File: src/rtl/core/arp_pkg.sv
package arp_pkg;

  // table geometry
  localparam int TABLE_DEPTH = 16;
  localparam int IDX_W       = (TABLE_DEPTH > 1) ? $clog2(TABLE_DEPTH) : 1;
  localparam int CNT_W       = IDX_W + 1;

  // field widths
  localparam int IP_W      = 32;
  localparam int MAC_W     = 48;
  localparam int ENTRY_W   = IP_W + MAC_W;
  localparam int WAIT_W    = 16;
  localparam int WCNT_W    = 17;
  localparam int CFG_IDX_W = 2;
  localparam int CFG_W     = 48;

  // constants
  localparam logic [IP_W-1:0]   SUBNET_MASK = 32'hffff_ff00;
  localparam logic [MAC_W-1:0]  MAC_BCAST   = 48'hffff_ffff_ffff;
  localparam logic [WCNT_W-1:0] WAIT_MAX    = 17'h1_ffff;
  localparam logic [WAIT_W-1:0] WAIT_RESET  = 16'd100;

  // item modes
  localparam logic [1:0] MODE_RESOLVE = 2'd0;
  localparam logic [1:0] MODE_FRAME   = 2'd1;
  localparam logic [1:0] MODE_TICK    = 2'd2;

  // arp opcodes on the wire
  localparam logic [15:0] ARP_OP_REQUEST = 16'd1;
  localparam logic [15:0] ARP_OP_REPLY   = 16'd2;

  // opcodes in results
  localparam logic [1:0] OP_NONE    = 2'd0;
  localparam logic [1:0] OP_REQUEST = 2'd1;
  localparam logic [1:0] OP_REPLY   = 2'd2;

  // result kinds
  localparam logic [2:0] KIND_HIT      = 3'd0;
  localparam logic [2:0] KIND_REQUEST  = 3'd1;
  localparam logic [2:0] KIND_REPLY    = 3'd2;
  localparam logic [2:0] KIND_TIMEOUT  = 3'd3;
  localparam logic [2:0] KIND_RESOLVED = 3'd4;

  // configuration register indexes
  localparam logic [CFG_IDX_W-1:0] CFG_LOCAL_IP   = 2'd0;
  localparam logic [CFG_IDX_W-1:0] CFG_LOCAL_MAC  = 2'd1;
  localparam logic [CFG_IDX_W-1:0] CFG_GATEWAY_IP = 2'd2;
  localparam logic [CFG_IDX_W-1:0] CFG_WAIT_TIME  = 2'd3;

endpackage

File: src/rtl/core/arp_ram.sv
module arp_ram #(
  parameter int WIDTH = 8,
  parameter int DEPTH = 16
) (
  input  logic                                      clk,
  input  logic                                      wen,
  input  logic [((DEPTH > 1) ? $clog2(DEPTH) : 1)-1:0] waddr,
  input  logic [WIDTH-1:0]                          wdata,
  input  logic [((DEPTH > 1) ? $clog2(DEPTH) : 1)-1:0] raddr,
  output logic [WIDTH-1:0]                          rdata
);

  logic [WIDTH-1:0] mem [DEPTH];

  // one write port, one registered read port
  always_ff @(posedge clk) begin
    if (wen) begin
      mem[waddr] <= wdata;
    end
    rdata <= mem[raddr];
  end

endmodule

File: src/rtl/core/arp_cache_and_responder.sv
// flow: a resolve scans the table in S_SCAN and then passes its result through S_EMIT;
//   a resolve on an empty table, or a frame or a tick with a result, goes straight to S_EMIT.
// one request at a time (in_stall is high outside S_IDLE); a resolve scans the table through
//   the single read port of the entry ram, one entry a cycle.
// reset: synchronous, clears the entry count, the pending wait and the handshake state,
//   and loads the register defaults; table contents are not cleared and no sweep runs.
module arp_cache_and_responder (
  input  logic                           clk,
  input  logic                           rst,
  // configuration
  input  logic                           cfg_write,
  input  logic [arp_pkg::CFG_IDX_W-1:0]  cfg_index,
  input  logic [arp_pkg::CFG_W-1:0]      cfg_data,
  // request channel
  input  logic                           in_valid,
  output logic                           in_stall,
  input  logic [1:0]                     mode,
  input  logic [arp_pkg::IP_W-1:0]       target_ip,
  input  logic [arp_pkg::MAC_W-1:0]      frame_dest_mac,
  input  logic [arp_pkg::MAC_W-1:0]      frame_src_mac,
  input  logic [15:0]                    arp_opcode,
  input  logic [arp_pkg::IP_W-1:0]       arp_sender_ip,
  input  logic [arp_pkg::IP_W-1:0]       arp_target_ip,
  // result channel
  output logic                           out_valid,
  input  logic                           out_stall,
  output logic [2:0]                     out_kind,
  output logic [arp_pkg::MAC_W-1:0]      out_mac,
  output logic [arp_pkg::IP_W-1:0]       out_ip,
  output logic [1:0]                     out_opcode
);

  typedef enum logic [1:0] {
    S_IDLE,
    S_SCAN,
    S_EMIT
  } state_t;

  state_t state;

  // configuration registers
  logic [arp_pkg::IP_W-1:0]   local_ip;
  logic [arp_pkg::MAC_W-1:0]  local_mac;
  logic [arp_pkg::IP_W-1:0]   gateway_ip;
  logic [arp_pkg::WAIT_W-1:0] wait_time;

  // control state
  logic [arp_pkg::CNT_W-1:0]  entry_count;
  logic                       pending;
  logic [arp_pkg::WCNT_W-1:0] wait_counter;
  logic [arp_pkg::IDX_W-1:0]  idx;

  // working payload
  logic [arp_pkg::IP_W-1:0]   look_ip;
  logic [2:0]                 res_kind;
  logic [arp_pkg::MAC_W-1:0]  res_mac;
  logic [arp_pkg::IP_W-1:0]   res_ip;
  logic [1:0]                 res_opcode;

  // entry ram
  logic                        mem_wen;
  logic [arp_pkg::IDX_W-1:0]   mem_raddr;
  logic [arp_pkg::ENTRY_W-1:0] mem_rdata;
  logic [arp_pkg::IP_W-1:0]    rd_ip;
  logic [arp_pkg::MAC_W-1:0]   rd_mac;

  // decode of the incoming request
  logic                       accept;
  logic [arp_pkg::IP_W-1:0]   resolve_ip;
  logic                       to_local_mac;
  logic                       is_reply;
  logic                       table_full;
  logic                       is_request_for_us;
  logic [arp_pkg::WCNT_W-1:0] wait_inc;
  logic                       timed_out;
  logic                       scan_hit;
  logic                       scan_last;
  logic                       out_load;

  assign in_stall = (state != S_IDLE);
  assign accept   = in_valid && !in_stall;

  // off-subnet targets go to the gateway
  assign resolve_ip = ((target_ip & arp_pkg::SUBNET_MASK) != (local_ip & arp_pkg::SUBNET_MASK))
                    ? gateway_ip : target_ip;

  assign to_local_mac      = (frame_dest_mac == local_mac);
  assign is_reply          = (arp_opcode == arp_pkg::ARP_OP_REPLY);
  assign table_full        = (entry_count >= arp_pkg::CNT_W'(arp_pkg::TABLE_DEPTH));
  assign is_request_for_us = (frame_dest_mac == arp_pkg::MAC_BCAST)
                          && (arp_opcode == arp_pkg::ARP_OP_REQUEST)
                          && (arp_target_ip == local_ip);

  // saturating tick count
  assign wait_inc  = (wait_counter == arp_pkg::WAIT_MAX) ? wait_counter
                   : wait_counter + arp_pkg::WCNT_W'(1);
  assign timed_out = (wait_inc > {1'b0, wait_time});

  // append on a reply to us with room in the table
  assign mem_wen = accept && (mode == arp_pkg::MODE_FRAME) && to_local_mac && is_reply
                && !table_full;

  // scan reads entry 0 first, then walks one entry per cycle
  assign mem_raddr = (state == S_IDLE) ? '0 : idx + arp_pkg::IDX_W'(1);
  assign rd_ip     = mem_rdata[arp_pkg::IP_W-1:0];
  assign rd_mac    = mem_rdata[arp_pkg::ENTRY_W-1:arp_pkg::IP_W];
  assign scan_hit  = (rd_ip == look_ip);
  assign scan_last = (({1'b0, idx} + arp_pkg::CNT_W'(1)) == entry_count);

  // result moves to the output register when it is free or being taken
  assign out_load = (state == S_EMIT) && (!out_valid || !out_stall);

  arp_ram #(
    .WIDTH (arp_pkg::ENTRY_W),
    .DEPTH (arp_pkg::TABLE_DEPTH)
  ) u_entries (
    .clk   (clk),
    .wen   (mem_wen),
    .waddr (entry_count[arp_pkg::IDX_W-1:0]),
    .wdata ({frame_src_mac, arp_sender_ip}),
    .raddr (mem_raddr),
    .rdata (mem_rdata)
  );

  // configuration writes
  always_ff @(posedge clk) begin
    if (rst) begin
      local_ip   <= '0;
      local_mac  <= '0;
      gateway_ip <= '0;
      wait_time  <= arp_pkg::WAIT_RESET;
    end else if (cfg_write) begin
      case (cfg_index)
        arp_pkg::CFG_LOCAL_IP:   local_ip   <= cfg_data[arp_pkg::IP_W-1:0];
        arp_pkg::CFG_LOCAL_MAC:  local_mac  <= cfg_data[arp_pkg::MAC_W-1:0];
        arp_pkg::CFG_GATEWAY_IP: gateway_ip <= cfg_data[arp_pkg::IP_W-1:0];
        arp_pkg::CFG_WAIT_TIME:  wait_time  <= cfg_data[arp_pkg::WAIT_W-1:0];
        default: ;
      endcase
    end
  end

  // request sequencer and output register
  always_ff @(posedge clk) begin
    if (rst) begin
      state        <= S_IDLE;
      entry_count  <= '0;
      pending      <= 1'b0;
      wait_counter <= '0;
      idx          <= '0;
      out_valid    <= 1'b0;
    end else begin
      // taken result empties the output register unless a new one lands
      if (out_valid && !out_stall && !out_load) begin
        out_valid <= 1'b0;
      end
      case (state)
        S_IDLE: begin
          if (accept) begin
            case (mode)
              arp_pkg::MODE_RESOLVE: begin
                look_ip <= resolve_ip;
                idx     <= '0;
                if (entry_count == '0) begin
                  // empty table: straight to a broadcast request
                  pending      <= 1'b1;
                  wait_counter <= '0;
                  res_kind     <= arp_pkg::KIND_REQUEST;
                  res_mac      <= arp_pkg::MAC_BCAST;
                  res_ip       <= resolve_ip;
                  res_opcode   <= arp_pkg::OP_REQUEST;
                  state        <= S_EMIT;
                end else begin
                  state <= S_SCAN;
                end
              end
              arp_pkg::MODE_FRAME: begin
                if (to_local_mac) begin
                  if (is_reply && !table_full) begin
                    entry_count <= entry_count + arp_pkg::CNT_W'(1);
                    if (pending) begin
                      pending    <= 1'b0;
                      res_kind   <= arp_pkg::KIND_RESOLVED;
                      res_mac    <= frame_src_mac;
                      res_ip     <= arp_sender_ip;
                      res_opcode <= arp_pkg::OP_NONE;
                      state      <= S_EMIT;
                    end
                  end
                end else if (is_request_for_us) begin
                  res_kind   <= arp_pkg::KIND_REPLY;
                  res_mac    <= frame_src_mac;
                  res_ip     <= arp_sender_ip;
                  res_opcode <= arp_pkg::OP_REPLY;
                  state      <= S_EMIT;
                end
              end
              arp_pkg::MODE_TICK: begin
                if (pending) begin
                  wait_counter <= wait_inc;
                  if (timed_out) begin
                    pending    <= 1'b0;
                    res_kind   <= arp_pkg::KIND_TIMEOUT;
                    res_mac    <= arp_pkg::MAC_BCAST;
                    res_ip     <= '0;
                    res_opcode <= arp_pkg::OP_NONE;
                    state      <= S_EMIT;
                  end
                end
              end
              default: ;
            endcase
          end
        end
        S_SCAN: begin
          // entry idx is on the ram output this cycle
          if (scan_hit) begin
            res_kind   <= arp_pkg::KIND_HIT;
            res_mac    <= rd_mac;
            res_ip     <= look_ip;
            res_opcode <= arp_pkg::OP_NONE;
            state      <= S_EMIT;
          end else if (scan_last) begin
            pending      <= 1'b1;
            wait_counter <= '0;
            res_kind     <= arp_pkg::KIND_REQUEST;
            res_mac      <= arp_pkg::MAC_BCAST;
            res_ip       <= look_ip;
            res_opcode   <= arp_pkg::OP_REQUEST;
            state        <= S_EMIT;
          end else begin
            idx <= idx + arp_pkg::IDX_W'(1);
          end
        end
        S_EMIT: begin
          if (out_load) begin
            out_valid  <= 1'b1;
            out_kind   <= res_kind;
            out_mac    <= res_mac;
            out_ip     <= res_ip;
            out_opcode <= res_opcode;
            state      <= S_IDLE;
          end
        end
        default: state <= S_IDLE;
      endcase
    end
  end

  // table never overfills
  a_count_bound: assert property (@(posedge clk) disable iff (rst)
    entry_count <= arp_pkg::CNT_W'(arp_pkg::TABLE_DEPTH))
    else $error("entry count beyond table depth");

  // scan only visits stored entries
  a_scan_in_range: assert property (@(posedge clk) disable iff (rst)
    (state == S_SCAN) |-> ({1'b0, idx} < entry_count))
    else $error("scan index past entry count");

  // appends happen only between requests and with room left
  a_write_idle: assert property (@(posedge clk) disable iff (rst)
    mem_wen |-> ((state == S_IDLE) && (entry_count < arp_pkg::CNT_W'(arp_pkg::TABLE_DEPTH))))
    else $error("table write outside idle or into full table");

  // a broadcast request always leaves a wait pending
  a_request_pending: assert property (@(posedge clk) disable iff (rst)
    (out_load && (res_kind == arp_pkg::KIND_REQUEST)) |-> pending)
    else $error("request sent without pending wait");

  // a loaded result is presented next cycle
  a_load_valid: assert property (@(posedge clk) disable iff (rst)
    out_load |=> out_valid)
    else $error("loaded result not presented");

endmodule

File: config.mk
export PLATFORM = sky130hd
export DESIGN_NAME = arp_cache_and_responder
export DESIGN_NICKNAME = d
export VERILOG_FILES = /design/src/rtl/core/arp_pkg.sv /design/src/rtl/core/arp_ram.sv /design/src/rtl/core/arp_cache_and_responder.sv
export SDC_FILE = /design/constraint.sdc
export NUM_CORES = 2
export LEC_CHECK = 0
export BUFFER_PORTS_ARGS = -buffer_cell sky130_fd_sc_hd__buf_4
export CAP_MARGIN = 30
export CORE_MARGIN = 2
export CORE_UTILIZATION = 30
export DETAILED_ROUTE_END_ITERATION = 12
export SETUP_SLACK_MARGIN = 0.1
export SYNTH_ARGS = -nofsm -noshare
export SYNTH_HDL_FRONTEND = slang
export SYNTH_SLANG_ARGS = --single-unit
File: constraint.sdc
create_clock -name clk -period 8.35 [get_ports clk]
set_input_delay 1.67 -clock clk [delete_from_list [all_inputs] [get_ports clk]]
set_output_delay 1.67 -clock clk [all_outputs]
set_load 0.005 [all_outputs]
==> key figures <==
Layout
  – Final net count: 5,069
  – Filler-free cell count of the finished design: 7,933
  – Filler Cell Count: 21,400
  – Util after Layout: 35.5%
  – Register Area: 49,300 µm²
  – Area occupied by multi-input gates: 17,400 µm²
  – Area Overhead vs Synth: 17.7%
  – Share of cells above drive strength 1: 17.3%

CTS
  – Post-CTS resize count: 0
  – CTS tree: built
  – Worst-skew pair later-pin latency: 0.84 ns
  – CTS clock-pin slew for the worst setup and hold paths: 0.06 ns
  – CTS Buf Count: 178
  – H-tree levels: 4
  – Clock buffer depth: 3
  – Post-CTS setup buffer count: 0
  – Clk sinks: 1,720
  – CTS Hold Bufs: 0
  – Root buffer cell: clkbuf_16

Global routing
  – Grt ovf: 0
  – Initial antenna violation count: 28
  – Met3 usage: 3.97%
  – Met1 GRT Util: 23.8%
  – Total track usage: 16.9%
  – Number of global-route vias before repair: 38,300
  – First-pass GRT wire length: 284 mm
  – Gr busiest metal: met2
  – Largest net degree at the start of global routing: 168
  – GR met2 Demand/Resource: 26.3%

Power and ir drop
  – PwrDens: 233 nW/µm²
  – Switching Share: 22.1%
  – Seq pwr share: 50.9%
  – Clock power share: 43.8%
  – P_int: 14.5 mW
  – Combinational Power Share: 5.3%
  – P_sw: 4.11 mW
  – Peak VDD IR: 0.000167 V
  – Leakage: 26.7 nW

Timing
  – Fin. Hold Viols: 0
  – Slew Viols, Final: 0
  – Final Cycle Share: 61.5%
  – Highest Clock Rate: 195 MHz
  – Final worst slack: 3.21 ns
  – Setup Skew: 0.0423 ns
  – Fin Setup TNS: 0 ns
  – Slew headroom: 17.6%
  – RSZ-0062 raised after global routing: false
  – Final min period: 5.14 ns
  – Tightest Pin Transition: 1.24 ns
  – Setup violators final: 0

Setup path
  – Most numerous cell on the critical path: buf_4
  – Reg-to-Reg Start: wait_counter[0]
  – WP buf/inv: 3
  – Critical path arrival: 5.57 ns
  – Crit path max fanout: 43
  – CP Cell Sequence: buf_4, xor2_1, nor4_1, nand4_1, nor4b_4, buf_4, and2_1, and3_4, buf_4
  – CP max stage delay: 0.81 ns
  – Crit path max-delay family: simple AND/OR/NAND/NOR gates
  – Cells on worst reg2reg path: 15
  – R2r endpoint: res_mac[44]
  – CP Launch Type: input pin
  – Worst Path Required: 8.79 ns
  – Setup crit end kind: flip-flop
  – Slowest library cell on the worst path: and3_4
  – FF-to-FF setup slack: 3.68 ns
  – Crit path kind: input pin to flip-flop

Synthesis
  – Cell Area, Synth: 68,000 µm²
  – Seq/Total Area, Yosys: 72.5%
  – Predominant post-synthesis flop cell: edfxtp_1
  – Avg Inst Size Synth: 15.3 µm²
  – Post-synth top area share: 65.5%
  – YS warnings: 0
  – Syn_nets: 4,743
  – Count leader, synth: edfxtp_1
  – Post-synth cell types: 82
  – Synth Instances: 4,453
  – Commonest cells post-synth: edfxtp_1 (1,482), nand2_1 (637), mux2i_1 (324), a211oi_1 (243), dfxtp_1 (238)
  – Ys async rst share: 0%
  – Post-synth EDFFs: 1,482
  – Synthesized flop and latch total: 1,720
  – Synth area leader: edfxtp_1
  – Area contributors post-synth: edfxtp_1 (65%), dfxtp_1 (7.0%), mux2i_1 (4.8%)

Detailed routing
  – Routed len/inst: 25.2 µm
  – Remaining antenna violation count after routing: 0
  – Remaining DRCs: 0
  – Drt pass-1 iters: 6
  – Iteration-0 DRC Markers: 3,692
  – Via count: 39,400
  – Average via count per standard cell: 4.97
  – Drt total wl: 200 mm

Placed design
  – Port bufs: 351
  – Inst Count DP: 7,591
  – DP Wirelength: 128 mm
  – Routability cong.: 0.876
  – Worst slack at placement: 2.27 ns

Hold path
  – Worst min path class: flip-flop to flip-flop
  – Worst hold start: res_ip[21]
  – Worst hold stages: 0
  – Worst Hold End: out_ip[21]

Die
  – Row count: 174
  – Core Area: 225,000 µm²
  – Die height: 480 µm
  – Die area: 230,000 µm²
  – Starting density of the core: 30.2%
  – Die X: 480 µm
  – Io pins: 352

Job
  – Max-cap violations: 0

Run status
  – Status: completed
-- per-stage QoR --
stage,area (µm²),power [mW],hold slack (ns)
floorplan,68000,10.1,0.400
global placement,73900,10.6,0.403
detailed placement,73900,10.7,0.405
CTS,80000,18.8,0.399
global route,80000,19.2,0.408
finish,80000,18.6,0.407
-- layout by cell type, fill, tap and decap left out, types with 25 or more instances in the layout --
cell          n
nand4_1      29
inv_1        31
mux2i_1     324
ha_1         25
a311oi_1     81
nor2b_1     165
clkbuf_16   180
a31oi_1     101
nor4_1       38
clkbuf_1     45
a211oi_1    243
dfxtp_1     237
o22a_1       48
edfxtp_1   1482
buf_4       409
nand2_1     634
clkinv_1     25
mux4_2       80
a21oi_1     226
xor2_1      134
nor2_1       54
-- cells by family (layout without fill, tap and decap cells) --
kind of cell,count (synthesis),count (layout),share of synthesized area [%]
muxes,436,436,8.04
AOI/OAI and AO/OA,768,768,7.74
xor gates and xnor gates,158,158,2.06
adders and majority gates,25,25,0.460
and+or+nand+nor,1036,1036,7.13
other,0,8,0
DFF,1720,1720,72.5
buffers and inverters,310,790,2.09
-- power groups by stage --
stage          registers [mW]  clock network (mW)  logic, mW
3_5_place_dp             9.65                   0       1.01
2_1_floorplan            9.64                   0      0.485
4_1_cts                  9.47                8.32       1.01
6_report                 9.47                8.15      0.992
5_1_grt                  9.47                8.64       1.07
3_3_place_gp             9.65                   0      0.997
-- worst max path at each step --
stage                  startpoint                     to  slack, ns  depth (start not counted)
5_1_grt        frame_dest_mac[33]  u_entries.mem[14][40]       3.12                          9
6_report       frame_dest_mac[15]  u_entries.mem[14][40]       3.21                          9
4_1_cts        frame_dest_mac[33]  u_entries.mem[14][40]       3.14                          9
2_1_floorplan  frame_dest_mac[29]    u_entries.mem[7][0]       1.44                          6
3_3_place_gp   frame_dest_mac[33]  u_entries.mem[14][37]       2.28                          9
3_5_place_dp   frame_dest_mac[33]  u_entries.mem[14][52]       2.27                          9
-- layer usage --
layer | wire, µm | share of wire, %
met2 | 91100 | 46
met1 | 89900 | 45
met3 | 14900 | 7.5
met4 | 3930 | 2.0
met5 | 131 | 0.066
-- state kept, by name (all words and copies together) (netlist names), 2 cells and up --
signal / cells
local_mac: 48
out_ip: 32
look_ip: 32
out_kind: 3
out_opcode: 2
wait_counter: 17
idx: 4
res_kind: 3
res_mac: 48
res_ip: 32
u_entries.rdata: 80
out_mac: 48
state: 2
entry_count: 5
gateway_ip: 32
u_entries.mem: 1280
wait_time: 16
local_ip: 32
res_opcode: 2
-- layout make-up --
type                            count  share of cell area [%]
Clock buffer                      241                    6.12
Tap cell                         2992                    4.68
Antenna cell                        8                  0.0250
Sequential cell                  1720                    61.6
Inverter                           33                   0.155
Multi-Input combinational cell   2423                    21.8
Clock inverter                     93                    1.42
Timing Repair Buffer              423                    4.20
-- worst register-to-register path: cells and delay by family (launching register included) --
kind | cells | cell delay (ns)
compound gates | 5 | 1.20
xor+xnor | 1 | 0.18
fa+ha+maj | 2 | 0.54
buf+inv | 1 | 0.50
flops | 1 | 0.43
simple gates | 6 | 1.44
Power figures use the tool's default switching activity.
